File: src/rtl/core/task_priority_queue_assert.svh
// Assertion macros for the task priority queue.
// Expects aclk and aresetn in the scope where a macro is used.
`ifndef TASK_PRIORITY_QUEUE_ASSERT_SVH
`define TASK_PRIORITY_QUEUE_ASSERT_SVH

// Check in the same cycle.
`define TPQ_ASSERT_NOW(label, ante, cons, msg) \
    label: assert property (@(posedge aclk) disable iff (!aresetn) (ante) |-> (cons)) \
        else $error(msg);

// Check in the next cycle.
`define TPQ_ASSERT_NEXT(label, ante, cons, msg) \
    label: assert property (@(posedge aclk) disable iff (!aresetn) (ante) |=> (cons)) \
        else $error(msg);

`endif

File: src/rtl/core/tpq_pkg.sv
// Shared constants, types and helpers of the task priority queue.
// No dependencies.
package tpq_pkg;

    localparam int SLOTS       = 32;
    localparam int SLOT_W      = $clog2(SLOTS);
    localparam int PRIO_LEVELS = 16;
    localparam int PRIO_W      = $clog2(PRIO_LEVELS);

    // Fixed field widths of the stream words.
    localparam int IN_PRIO_W  = 4;
    localparam int ID_W       = 32;
    localparam int ARG_W      = 32;
    localparam int STATUS_W   = 2;
    localparam int OUT_SLOT_W = 5;
    localparam int IN_TDATA_W  = 72;
    localparam int OUT_TDATA_W = 80;

    typedef logic [STATUS_W-1:0] status_t;
    localparam status_t ST_OK    = 2'd0;
    localparam status_t ST_FULL  = 2'd1;
    localparam status_t ST_DUP   = 2'd2;
    localparam status_t ST_EMPTY = 2'd3;

    localparam logic CMD_PUT = 1'b0;
    localparam logic CMD_POP = 1'b1;

    typedef logic [SLOT_W-1:0] slot_t;
    typedef logic [PRIO_W-1:0] prio_t;

    // Entry payload held in the data RAM.
    typedef struct packed {
        prio_t            prio;
        logic [ID_W-1:0]  ident;
        logic [ARG_W-1:0] arg;
    } rec_t;

    // List link held in the link RAM.
    typedef struct packed {
        slot_t link;
        logic  valid;
    } lnk_t;

    typedef struct packed {
        logic  start;
        logic  set;
        slot_t set_idx;
        logic  clr;
        slot_t clr_idx;
    } fm_ctl_t;

    typedef struct packed {
        logic  done;
        logic  full;
        slot_t idx;
    } fm_stat_t;

    typedef struct packed {
        logic eq;
        logic gt;
    } cmp_res_t;

    // Clamp an incoming priority to the last level.
    function automatic prio_t sat_prio(logic [IN_PRIO_W-1:0] p);
        if (int'(p) >= PRIO_LEVELS) begin
            return PRIO_W'(PRIO_LEVELS - 1);
        end
        return PRIO_W'(p);
    endfunction

endpackage

File: src/rtl/core/tpq_ram.sv
// Generic single-write, single-read RAM with registered read data.
// No dependencies.
module tpq_ram #(
    parameter int WIDTH = 8,
    parameter int DEPTH = 32
) (
    input  logic                     aclk,
    input  logic                     we,
    input  logic [$clog2(DEPTH)-1:0] waddr,
    input  logic [WIDTH-1:0]         wdata,
    input  logic [$clog2(DEPTH)-1:0] raddr,
    output logic [WIDTH-1:0]         rdata
);

    logic [WIDTH-1:0] mem [DEPTH];

    always_ff @(posedge aclk) begin
        if (we) begin
            mem[waddr] <= wdata;
        end
        rdata <= mem[raddr];
    end

endmodule

File: src/rtl/core/tpq_free_map.sv
// Slot-used bitmap with a one-bit-per-cycle scan for the lowest free slot.
// Depends on tpq_pkg.
module tpq_free_map
    import tpq_pkg::*;
(
    input  logic     aclk,
    input  logic     aresetn,
    input  fm_ctl_t  ctl,
    output fm_stat_t stat
);

    logic [SLOTS-1:0] used_reg;
    slot_t            scan_idx_reg;
    logic             scanning_reg;
    logic             done_reg;
    logic             full_reg;

    always_ff @(posedge aclk) begin
        if (!aresetn) begin
            used_reg     <= '0;
            scan_idx_reg <= '0;
            scanning_reg <= 1'b0;
            done_reg     <= 1'b0;
            full_reg     <= 1'b0;
        end else begin
            if (ctl.set) begin
                used_reg[ctl.set_idx] <= 1'b1;
            end
            if (ctl.clr) begin
                used_reg[ctl.clr_idx] <= 1'b0;
            end
            if (ctl.start) begin
                scan_idx_reg <= '0;
                scanning_reg <= 1'b1;
                done_reg     <= 1'b0;
                full_reg     <= 1'b0;
            end else if (scanning_reg) begin
                if (!used_reg[scan_idx_reg]) begin
                    scanning_reg <= 1'b0;
                    done_reg     <= 1'b1;
                end else if (scan_idx_reg == SLOT_W'(SLOTS - 1)) begin
                    scanning_reg <= 1'b0;
                    done_reg     <= 1'b1;
                    full_reg     <= 1'b1;
                end else begin
                    scan_idx_reg <= scan_idx_reg + SLOT_W'(1);
                end
            end
        end
    end

    assign stat.done = done_reg;
    assign stat.full = full_reg;
    assign stat.idx  = scan_idx_reg;

endmodule

File: src/rtl/core/tpq_cmp.sv
// Compare unit: identity match and priority order of one entry.
// Depends on tpq_pkg.
module tpq_cmp
    import tpq_pkg::*;
(
    input  rec_t            rec,
    input  logic [ID_W-1:0] key_ident,
    input  prio_t           key_prio,
    output cmp_res_t        res
);

    assign res.eq = (rec.ident == key_ident);
    // Entry sorts after the new task: insertion point.
    assign res.gt = (rec.prio > key_prio);

endmodule

File: src/rtl/core/task_priority_queue.sv
// Task priority queue: up to SLOTS tasks kept in one list sorted by priority.
//
// Input stream (s_*): one word per command. tuser[0] selects put (0) or pop (1),
// tuser[1] marks a real-time put. A put stores priority, identity and argument;
// a real-time put whose identity is already queued is skipped.
// Result stream (m_*): one word per command; tuser holds the status
// (ok, full, duplicate, empty), tdata the slot and, for a pop, the task.
// A pop takes the head entry in S_POP and registers its result in S_OUT. A put
// walks the list one entry per cycle through the link RAM while the free-slot
// scan checks one bitmap bit per cycle, each over up to SLOTS places; after the
// longer of the two it passes S_DECIDE, S_LINK when the task is stored behind a
// predecessor, and S_OUT. s_tready is high only between commands, so the next
// word is taken only after the last result has been registered. A finished
// result waits in the output register while m_tready is low; the next command is
// still taken, and its own result is held back until the waiting word has been
// handed over.
// Reset empties the queue at once; the entry RAMs need no clearing.
// Depends on tpq_pkg, tpq_ram, tpq_free_map, tpq_cmp and the assert header.
`include "task_priority_queue_assert.svh"

module task_priority_queue
    import tpq_pkg::*;
(
    input  logic                   aclk,
    input  logic                   aresetn,
    input  logic                   s_tvalid,
    output logic                   s_tready,
    // prio[3:0], task_id[35:4], task_arg[67:36], zero[71:68]
    input  logic [IN_TDATA_W-1:0]  s_tdata,
    // cmd[0], is_realtime[1]
    input  logic [1:0]             s_tuser,
    output logic                   m_tvalid,
    input  logic                   m_tready,
    // slot[4:0], out_task_id[36:5], out_arg[68:37], out_prio[72:69], zero[79:73]
    output logic [OUT_TDATA_W-1:0] m_tdata,
    // status[1:0]
    output logic [STATUS_W-1:0]    m_tuser
);

    typedef enum logic [2:0] {
        S_IDLE,
        S_POP,
        S_WALK,
        S_DECIDE,
        S_LINK,
        S_OUT
    } state_t;

    state_t           state_reg;
    prio_t            prio_reg;
    logic [ID_W-1:0]  ident_reg;
    logic [ARG_W-1:0] arg_reg;
    logic             rt_reg;

    slot_t head_reg;
    logic  nonempty_reg;

    slot_t cur_reg;
    logic  walk_done_reg;
    logic  dup_reg;
    logic  found_reg;
    slot_t next_reg;
    slot_t pred_reg;
    logic  pred_valid_reg;
    slot_t new_slot_reg;

    status_t          res_status_reg;
    slot_t            res_slot_reg;
    logic [ID_W-1:0]  res_id_reg;
    logic [ARG_W-1:0] res_arg_reg;
    prio_t            res_prio_reg;

    logic                   m_tvalid_reg;
    logic [OUT_TDATA_W-1:0] m_tdata_reg;
    status_t                m_tuser_reg;

    rec_t     rec_rd;
    rec_t     rec_wr;
    lnk_t     lnk_rd;
    lnk_t     lnk_wr;
    logic     rec_we;
    logic     lnk_we;
    slot_t    lnk_waddr;
    slot_t    rd_addr;
    cmp_res_t cmp;
    fm_ctl_t  fm_ctl;
    fm_stat_t fm_stat;
    logic     s_accept;

    assign s_tready = (state_reg == S_IDLE);
    assign s_accept = s_tvalid && s_tready;
    assign m_tvalid = m_tvalid_reg;
    assign m_tdata  = m_tdata_reg;
    assign m_tuser  = m_tuser_reg;

    // Read address: head on accept, follow the link while walking.
    always_comb begin
        unique case (state_reg)
            S_IDLE:  rd_addr = head_reg;
            S_WALK:  rd_addr = lnk_rd.link;
            default: rd_addr = cur_reg;
        endcase
    end

    always_comb begin
        rec_we       = 1'b0;
        lnk_we       = 1'b0;
        lnk_waddr    = fm_stat.idx;
        rec_wr.prio  = prio_reg;
        rec_wr.ident = ident_reg;
        rec_wr.arg   = arg_reg;
        lnk_wr.link  = next_reg;
        lnk_wr.valid = found_reg;
        if (state_reg == S_DECIDE && !(rt_reg && dup_reg) && !fm_stat.full) begin
            rec_we = 1'b1;
            lnk_we = 1'b1;
        end else if (state_reg == S_LINK) begin
            lnk_we       = 1'b1;
            lnk_waddr    = pred_reg;
            lnk_wr.link  = new_slot_reg;
            lnk_wr.valid = 1'b1;
        end
    end

    always_comb begin
        fm_ctl.start   = s_accept && (s_tuser[0] == CMD_PUT);
        fm_ctl.set     = rec_we;
        fm_ctl.set_idx = fm_stat.idx;
        fm_ctl.clr     = (state_reg == S_POP);
        fm_ctl.clr_idx = head_reg;
    end

    tpq_ram #(
        .WIDTH ($bits(rec_t)),
        .DEPTH (SLOTS)
    ) u_rec_ram (
        .aclk  (aclk),
        .we    (rec_we),
        .waddr (fm_stat.idx),
        .wdata (rec_wr),
        .raddr (rd_addr),
        .rdata (rec_rd)
    );

    tpq_ram #(
        .WIDTH ($bits(lnk_t)),
        .DEPTH (SLOTS)
    ) u_lnk_ram (
        .aclk  (aclk),
        .we    (lnk_we),
        .waddr (lnk_waddr),
        .wdata (lnk_wr),
        .raddr (rd_addr),
        .rdata (lnk_rd)
    );

    tpq_free_map u_free_map (
        .aclk    (aclk),
        .aresetn (aresetn),
        .ctl     (fm_ctl),
        .stat    (fm_stat)
    );

    tpq_cmp u_cmp (
        .rec       (rec_rd),
        .key_ident (ident_reg),
        .key_prio  (prio_reg),
        .res       (cmp)
    );

    always_ff @(posedge aclk) begin
        if (!aresetn) begin
            state_reg      <= S_IDLE;
            head_reg       <= '0;
            nonempty_reg   <= 1'b0;
            walk_done_reg  <= 1'b1;
            m_tvalid_reg   <= 1'b0;
            pred_valid_reg <= 1'b0;
            res_status_reg <= ST_OK;
        end else begin
            // Drop a taken word; S_OUT reloads the register on its own.
            if (m_tvalid_reg && m_tready && (state_reg != S_OUT)) begin
                m_tvalid_reg <= 1'b0;
            end
            unique case (state_reg)
                S_IDLE: begin
                    if (s_accept) begin
                        prio_reg       <= sat_prio(s_tdata[IN_PRIO_W-1:0]);
                        ident_reg      <= s_tdata[IN_PRIO_W +: ID_W];
                        arg_reg        <= s_tdata[IN_PRIO_W+ID_W +: ARG_W];
                        rt_reg         <= s_tuser[1];
                        cur_reg        <= head_reg;
                        walk_done_reg  <= !nonempty_reg;
                        dup_reg        <= 1'b0;
                        found_reg      <= 1'b0;
                        next_reg       <= '0;
                        pred_valid_reg <= 1'b0;
                        res_slot_reg   <= '0;
                        res_id_reg     <= '0;
                        res_arg_reg    <= '0;
                        res_prio_reg   <= '0;
                        if (s_tuser[0] == CMD_PUT) begin
                            state_reg <= S_WALK;
                        end else if (nonempty_reg) begin
                            state_reg <= S_POP;
                        end else begin
                            res_status_reg <= ST_EMPTY;
                            state_reg      <= S_OUT;
                        end
                    end
                end
                S_POP: begin
                    res_status_reg <= ST_OK;
                    res_slot_reg   <= head_reg;
                    res_id_reg     <= rec_rd.ident;
                    res_arg_reg    <= rec_rd.arg;
                    res_prio_reg   <= rec_rd.prio;
                    if (lnk_rd.valid) begin
                        head_reg <= lnk_rd.link;
                    end else begin
                        head_reg     <= '0;
                        nonempty_reg <= 1'b0;
                    end
                    state_reg <= S_OUT;
                end
                S_WALK: begin
                    if (!walk_done_reg) begin
                        dup_reg <= dup_reg | cmp.eq;
                        if (!found_reg && cmp.gt) begin
                            found_reg <= 1'b1;
                            next_reg  <= cur_reg;
                        end else if (!found_reg) begin
                            pred_reg       <= cur_reg;
                            pred_valid_reg <= 1'b1;
                        end
                        if (lnk_rd.valid) begin
                            cur_reg <= lnk_rd.link;
                        end else begin
                            walk_done_reg <= 1'b1;
                        end
                    end else if (fm_stat.done) begin
                        state_reg <= S_DECIDE;
                    end
                end
                S_DECIDE: begin
                    new_slot_reg <= fm_stat.idx;
                    priority if (rt_reg && dup_reg) begin
                        res_status_reg <= ST_DUP;
                        state_reg      <= S_OUT;
                    end else if (fm_stat.full) begin
                        res_status_reg <= ST_FULL;
                        state_reg      <= S_OUT;
                    end else begin
                        res_status_reg <= ST_OK;
                        res_slot_reg   <= fm_stat.idx;
                        if (pred_valid_reg) begin
                            state_reg <= S_LINK;
                        end else begin
                            // New task goes in front of the list.
                            head_reg     <= fm_stat.idx;
                            nonempty_reg <= 1'b1;
                            state_reg    <= S_OUT;
                        end
                    end
                end
                S_LINK: begin
                    state_reg <= S_OUT;
                end
                S_OUT: begin
                    if (!m_tvalid_reg || m_tready) begin
                        m_tvalid_reg <= 1'b1;
                        m_tuser_reg  <= res_status_reg;
                        m_tdata_reg  <= {
                            (OUT_TDATA_W - OUT_SLOT_W - ID_W - ARG_W - IN_PRIO_W)'(0),
                            IN_PRIO_W'(res_prio_reg),
                            res_arg_reg,
                            res_id_reg,
                            OUT_SLOT_W'(res_slot_reg)
                        };
                        state_reg <= S_IDLE;
                    end
                end
                default: begin
                    state_reg <= S_IDLE;
                end
            endcase
        end
    end

    `TPQ_ASSERT_NOW(a_head_when_empty, !nonempty_reg, head_reg == '0, "head set on empty list")
    `TPQ_ASSERT_NEXT(a_pop_empty, s_accept && (s_tuser[0] == CMD_POP) && !nonempty_reg, res_status_reg == ST_EMPTY, "pop on empty not flagged")
    `TPQ_ASSERT_NOW(a_full_has_list, (state_reg == S_DECIDE) && fm_stat.full, nonempty_reg, "full map with empty list")
    `TPQ_ASSERT_NOW(a_link_has_pred, state_reg == S_LINK, pred_valid_reg, "link write without predecessor")

endmodule

File: config.mk
export PLATFORM = sky130hd
export DESIGN_NAME = task_priority_queue
export DESIGN_NICKNAME = d
export VERILOG_FILES = /design/src/rtl/core/tpq_pkg.sv /design/src/rtl/core/tpq_ram.sv /design/src/rtl/core/tpq_free_map.sv /design/src/rtl/core/tpq_cmp.sv /design/src/rtl/core/task_priority_queue.sv
export VERILOG_INCLUDE_DIRS = /design/src /design/src/rtl/core
export SDC_FILE = /design/constraint.sdc
export NUM_CORES = 2
export LEC_CHECK = 0
export ABC_AREA = 1
export BUFFER_PORTS_ARGS = -buffer_cell sky130_fd_sc_hd__buf_2
export CAP_MARGIN = 15
export CORE_UTILIZATION = 62
export DETAILED_ROUTE_END_ITERATION = 6
export HOLD_SLACK_MARGIN = 0.05
export PLACE_DENSITY_LB_ADDON = 0.25
export SLEW_MARGIN = 10
export SYNTH_ARGS = -nofsm -noshare
export SYNTH_HDL_FRONTEND = slang
export SYNTH_HIERARCHICAL = 1
export SYNTH_SLANG_ARGS = --single-unit
File: constraint.sdc
create_clock -name aclk -period 7.2 [get_ports aclk]
set_input_delay 0.36 -clock aclk [delete_from_list [all_inputs] [get_ports aclk]]
set_output_delay 0.36 -clock aclk [all_outputs]
set_load 0.02 [all_outputs]
* Yosys cells after proc, flatten, opt, wreduce, memory -nomap -nowiden
Memory sizes are Yosys's and may differ from the RTL's. A register that Yosys moved wholly into a read port is not among the register bits.
Cells that the tools add are included.
** Word-level totals
- Output and inout bits :: 84
- Memory bits (writable) :: 2368
- Flip-flop bits (word level) :: 293
- Memories kept :: 2
** Cells by class
- Order comparisons :: 5
- Mux-type cells :: 86
- Bitwise logic cells :: 10
- $add $sub $neg :: 1
- Equality and inequality tests :: 24
- Reductions and logical operators :: 41
** Memory list
- u_rec_ram.mem :: depth 32, bits a word 68, rd ports 1, clocked after Yosys merged registers in 1, write ports 1, line tpq_ram.sv:15 : logic [WIDTH-1:0] mem [DEPTH];
- u_lnk_ram.mem :: depth 32, bits a word 6, rd ports 1, clocked after Yosys merged registers in 1, write ports 1, line tpq_ram.sv:15
** Operators with widths (count)
- 32-bit 2-to-1 mux :: 4
- 32-bit case mux with 2 select lines :: 2
- 5-bit 2-to-1 mux :: 14
- 5-bit case mux with 2 select lines :: 4
- 1-bit 2-to-1 mux :: 37
- 32-bit bitwise AND :: 1
- 32-bit equality test :: 1
- 32-bit NOT :: 1
- 32-bit OR :: 1
- 5-bit AND reduction :: 6
- 2-bit inequality test, second input constant :: 12
- 3-bit 2-to-1 mux :: 6
- 4-bit AND reduction :: 4
- 3-bit case mux with 5 select lines :: 1
- 5-bit case mux with 3 select lines :: 1
- 3-bit AND reduction :: 5
- 5-bit by 6-bit less-than comparator with 1-bit output, second input constant :: 2
- 6-bit 2-to-1 mux :: 2
- 1-bit demux with 5-bit select :: 2
- 5-bit by 1-bit greater-or-equal comparator with 1-bit output, second input constant :: 2
- 1-bit logical AND :: 10
- 1-bit case mux with 2 select lines :: 5
- 2-bit 2-to-1 mux :: 4
- 2-bit by 1-bit inequality test with 1-bit output, second input constant :: 4
- other kinds (20) :: 36

* Depth between registers and ports, before layout
- Depth after elaboration :: 9
- Depth in mapped cells :: 18
- Gate-level depth less buffers :: 14

* Hierarchy
The synthesis kept the hierarchy.
** By module, submodules not included
- tpq_ram (u_rec_ram) :: times used 1, seq. area each 66704.0 um^2, area each 88138.3 um^2, cells each 7177
- task_priority_queue :: times used 1, seq. area each 7457.2 um^2, area each 9096.2 um^2, cells each 609
- tpq_ram (u_lnk_ram) :: times used 1, seq. area each 5885.6 um^2, area each 8077.7 um^2, cells each 704
- tpq_free_map :: times used 1, seq. area each 800.8 um^2, area each 2108.3 um^2, cells each 312
- tpq_cmp :: times used 1, seq. area each 0.0 um^2, area each 744.5 um^2, cells each 183

* Worst setup path after synthesis
No wires, ideal clock.
- Path type :: reg-to-reg
- Start :: register state_reg[1]
- End :: register arg_reg[0] (enable)
- Buffers on the path :: 1
- Stages on the path, launching flop included :: 5
- Setup slack :: 0.838 ns
- Data arrival time :: 5.781 ns
- Library setup time :: 0.581 ns
- Clock period less this slack :: 6.362 ns
- Path through :: dfxtp_1 > buf_4 > nor2_1 > inv_1 > nor3_1
** Between the ends
- Word-level cells in the longest chain between the ends :: 3
** RTL lines
- start: declaration :: line task_priority_queue.sv:49 : state_t state_reg;
- start signal: assignment :: line task_priority_queue.sv:173 : state_reg <= S_IDLE;
- start signal: assignment :: line task_priority_queue.sv:203 : state_reg <= S_WALK;
- start signal: assignment :: line task_priority_queue.sv:205 : state_reg <= S_POP;
- 3-bit logical NOT (*) :: line task_priority_queue.sv:90 : assign s_tready = (state_reg == S_IDLE);
- named net s_tready :: line task_priority_queue.sv:27 : output logic s_tready,
- 1-bit logical AND :: line task_priority_queue.sv:91 : assign s_accept = s_tvalid && s_tready;
- 3-bit AND reduction (no line) (*)
- end signal: assignment :: line task_priority_queue.sv:190 : arg_reg <= s_tdata[IN_PRIO_W+ID_W +: ARG_W];
- end: declaration :: line task_priority_queue.sv:52 : logic [ARG_W-1:0] arg_reg;
Mark *: on every way through the listed nets, which the timed path passes. The rest lies on a longest branch.
A chain may end at the register's enable or synchronous reset.

* Final worst setup path
- Start :: register state_reg[1]
- End :: register u_rec_ram.rdata[15], read port of u_rec_ram.mem
** Between the ends
- Word-level cells in the longest chain between the ends :: 2
- Elaborated cells on any way between the ends :: 3
** RTL lines
- 3-bit by 2-bit equality test with 1-bit output or 3-bit logical NOT (tied branches) :: line task_priority_queue.sv:98 : unique case (state_reg)
- 5-bit case mux with 2 select lines (*) :: line task_priority_queue.sv:98
- named net rd_addr[0] :: line task_priority_queue.sv:84 : slot_t rd_addr;
- end: declaration :: line tpq_ram.sv:12 : output logic [WIDTH-1:0] rdata
Marks and branches as above.

==> run summary <==
The worst setup path is captured at a register. The detailed-route vias per instance came out at 6.21. The total power after layout is 53.6 mW.

The final RePlAce weighted congestion is 0.852. STA classifies the critical path startpoint as a register. Of the total synthesized cell area, the portion taken by full adders, half adders and majority gates is 0.0694%. The final max-slew violation count came out at 0. Counting flops and latches in the post-synthesis netlist gives 2735. Detailed routing inserted a total of 72000 vias. The internal power of the cells is 32.2 mW. The fraction of power spent switching nets came out at 39.9%. For this block, the routed nets add up to 288000 µm of wire.

The least setup slack across all paths after layout came out at 2.13 ns. The pre-antenna-repair detailed-routing pass consisted of 7 iterations. The share of the clock period used by the worst path after layout is 70.4%.

Summing the areas of all and, or, nand and nor instances in the mapped netlist gives 21.2% of the synthesized area. The final reports fail on design-rule violations. The worst hold path begins at s_tdata[61]. The origin of the critical flop-to-flop path is state_reg[1]. The transition time of the tightest slew-check pin is 1.23 ns. The die outline area came out at 176000 µm². Data arrives at the worst endpoint at 5.90 ns.

Entering global routing, the biggest net connects 243 pins. Clock skew on the completed layout was measured at 0.0569 ns. Summing the areas of all xor and xnor instances in the mapped netlist gives 0.0405% of the synthesized area. The x dimension of the die came out at 420 µm. Summed over all cells, the static leakage comes to 43.2 nW. The count of unresolved DRC violations after routing is 11. The primary flip-flop cell chosen by synthesis mapping is sky130_fd_sc_hd__edfxtp_1.

The area of the mapped netlist came out at 108000 µm². The final number of hold-violating endpoints was 0. The final-layout setup total negative slack came out at 0 ns. The area of the placeable core is 172000 µm².

The H-tree depth reported by CTS is 5. No sink is reached through more buffers than the 4 on the longest clock path. The remaining global-route overflow is 0. The count of instances resized after the clock tree is built is 0. Ranked by total cell area, the synthesized netlist is headed by sky130_fd_sc_hd__edfxtp_1 (72%), sky130_fd_sc_hd__nand2_1 (10%), sky130_fd_sc_hd__nand3_1 (9.9%). The total of warnings raised by yosys is 6. The mean instance size in the synthesized netlist is 12.0 µm².

In the synthesized netlist the async set-or-reset flop fraction comes to 0%. After the first detailed-routing iteration, the DRC count stood at 11200. The number of global-route vias before repair is 68000.

IR analysis of the VDD net gives a maximum drop of 0.546 mV. The first global-routing pass estimated 423000 µm of wire. The TritonCTS clock tree is yes. The sequential fraction of the synthesis area came out at 74.7%. The highest attainable clock frequency came out at 0.197 GHz. The area overhead of the layout relative to synthesis is 11.2%. At the end of the flow, the number of nets in the layout was 9162. The number of buffers inserted for hold repair after clock tree synthesis came out at 76.

The worst slack after detailed placement came out at 2.38 ns. The most critical setup path has its startpoint at state_reg[1]. After synthesis, the netlist uses 41 different library cells. The share of power burned in combinational logic came out at 38.0%.

Leaving out fill and tap cells, the most frequent cells in the layout are sky130_fd_sc_hd__nand2_1 (2942), sky130_fd_sc_hd__edfxtp_1 (2607), sky130_fd_sc_hd__nand3_1 (2130). The register with the most flip-flops in the layout has 2176 of them. The number of flops mapped to enable cells by yosys is 2607.

The portion of netlist area occupied by mux cells came out at 0.0521%. The row count is 152. The proportion of power drawn by the clock network came out at 25.8%. The core utilization of the finished layout is 69.8%. The data required time of the critical path is 8.02 ns.

The number of inserted filler cells in the final layout came out at 11400. Clock latency on the worst-skew pair, taken at its later pin, is 0.92 ns. The starting density of the core came out at 62.7%.

The time the worst path needs with I/O delays and setup is 5.07 ns. The number of inserted diodes is 0. The tool flagged a number of max-cap violations equal to 0.

The clock-pin slew on the worst setup and hold paths came out at 0.06 ns. The count of nets left with antenna violations after detail routing came out at 0. The cell area after layout is 120000 µm². The worst setup path is of the register to register kind. The dominant combinational cell family by area after synthesis is simple AND/OR/NAND/NOR gates. Summing the areas of all compound-gate instances in the mapped netlist gives 0.607% of the synthesized area. Setup violations remaining at the end of the flow were counted as 0. The power density over the cells is 446 nW/µm².

The count of port buffers added during placement is 150. The overall fraction of global-route tracks in use is 32.6%. The path class of the tightest hold or removal check is input port to register. The proportion of netlist area held by the largest area contributor came out at 72.4%.

Clock tree synthesis found a total of 2735 sinks. Once the clock tree was built, the setup fixing pass inserted 0 buffers. The largest fanout on the critical path came out at 242. The most common cell after layout, fill and taps aside is sky130_fd_sc_hd__nand2_1. The flow ran to the end, but the final reports show violations. The total CTS buffers came out at 283. Setup repair after global routing left no endpoint under its margin. The root buffer cell is sky130_fd_sc_hd__clkbuf_16. The initial antenna violation count came out at 4. Of all cell types, the one taking the most synthesized area is sky130_fd_sc_hd__edfxtp_1. The share of cells above drive strength 1 is 7.62%. After the flow finishes, the layout carries non-filler instances totaling 11600.

The final hold slack came out at 0.138 ns. Dividing the detail-routed wire length by the instance count gives 24.9 µm. The gate count of the mapped netlist came out at 8985. The die extent in y came out at 420 µm. The number of placed cells counting well taps came out at 11000. In this run the tightest slew margin relative to its limit is 17.5%.

The number of top-level pins is 162. Registers are responsible for 36.2% of the overall power. The placed wire-length estimate is 133000 µm.

Once placement finished, the instance area stood at 111000 µm². The total net switching power came out at 21.4 mW.
[cell usage after synthesis, types with 2 or more instances]
library cell,instances
sky130_fd_sc_hd__nand3_1,2131
sky130_fd_sc_hd__buf_6,15
sky130_fd_sc_hd__nor3_1,16
sky130_fd_sc_hd__nor2_2,5
sky130_fd_sc_hd__inv_4,3
sky130_fd_sc_hd__o21ai_0,48
sky130_fd_sc_hd__nand2_2,2
sky130_fd_sc_hd__xor2_1,4
sky130_fd_sc_hd__o22ai_1,5
sky130_fd_sc_hd__ha_1,6
sky130_fd_sc_hd__clkbuf_1,87
sky130_fd_sc_hd__mux2_2,5
sky130_fd_sc_hd__buf_8,2
sky130_fd_sc_hd__edfxtp_1,2607
sky130_fd_sc_hd__inv_2,6
sky130_fd_sc_hd__nand2_1,2942
sky130_fd_sc_hd__or2_1,2
sky130_fd_sc_hd__o221ai_1,5
sky130_fd_sc_hd__o211ai_1,4
sky130_fd_sc_hd__nand4_1,4
sky130_fd_sc_hd__nand3_2,4
sky130_fd_sc_hd__o21ai_1,3
sky130_fd_sc_hd__a21oi_1,51
sky130_fd_sc_hd__buf_2,333
sky130_fd_sc_hd__nand2_4,3
sky130_fd_sc_hd__buf_4,41
sky130_fd_sc_hd__o31ai_1,2
sky130_fd_sc_hd__inv_1,220
sky130_fd_sc_hd__buf_1,57
sky130_fd_sc_hd__dfxtp_1,128
sky130_fd_sc_hd__nor2_1,232
sky130_fd_sc_hd__nand3_4,3
[logic make-up after synthesis]
group | after synthesis
flip-flops | 2735
other | 1
XOR/XNOR | 5
AND/OR/NAND/NOR | 5348
adder cells (fa/ha/maj) | 6
multiplexers | 5
AO/OA/AOI/OAI | 121
buffers and inverters | 764
[path summary, 6_finish.rpt]
kind                          to  slack [ns]  depth (start not counted)
max          u_rec_ram/rdata[15]        2.13                         12
min                  arg_reg[25]        0.14                          2
max reg2reg  u_rec_ram/rdata[15]        2.13                         12
min reg2reg          m_tdata[66]        0.40                          0
[power by group through the flow]
stage	clock [mW]	combinational [mW]	sequential [mW]
after floorplan	0	14.2	19.5
after detailed placement	0	19.7	19.7
after global routing	14.5	22.1	19.5
final	13.8	20.4	19.4
after CTS	13.9	19.9	19.4
after global placement	0	19.2	19.7
[worst max-delay path, cell delays in order (launching register included)]
cell and delay, ns:
sky130_fd_sc_hd__dfxtp_1 0.68, sky130_fd_sc_hd__inv_1 0.31, sky130_fd_sc_hd__nor2_1 0.82, sky130_fd_sc_hd__nand2_1 0.26, sky130_fd_sc_hd__o221ai_4 0.25, sky130_fd_sc_hd__buf_12 0.50
sky130_fd_sc_hd__buf_12 0.75, sky130_fd_sc_hd__nand2_1 0.13, sky130_fd_sc_hd__nand3_1 0.14, sky130_fd_sc_hd__nand3_1 0.10, sky130_fd_sc_hd__nand3_1 0.15, sky130_fd_sc_hd__nand3_1 0.11
sky130_fd_sc_hd__nand2_1 0.26
[area by class of cell]
| class | count | area [µm²] | area share (%) |
|---|---|---|---|
| repair buffers | 337 | 2910 | 2.42 |
| clock buffers | 395 | 7860 | 6.54 |
| clock inverters | 94 | 779 | 0.648 |
| multi-input cells | 5492 | 24100 | 20.0 |
| inverters | 229 | 908 | 0.755 |
| flip-flops and latches | 2735 | 80800 | 67.2 |
| well taps | 2310 | 2890 | 2.40 |
[metal layers]
layer  up-vias  GRT usage, %  share of wire (%)  wire length (µm)
li1      31700             -                  -                 -
met1     34700          45.1                 36            105000
met2      4888          51.4                 47            134000
met3       822          5.52                 12             35300
met4         0          14.9                4.7             13600
met5         -             0                  0                 0
No activity file was read; power rests on OpenSTA's default activity.
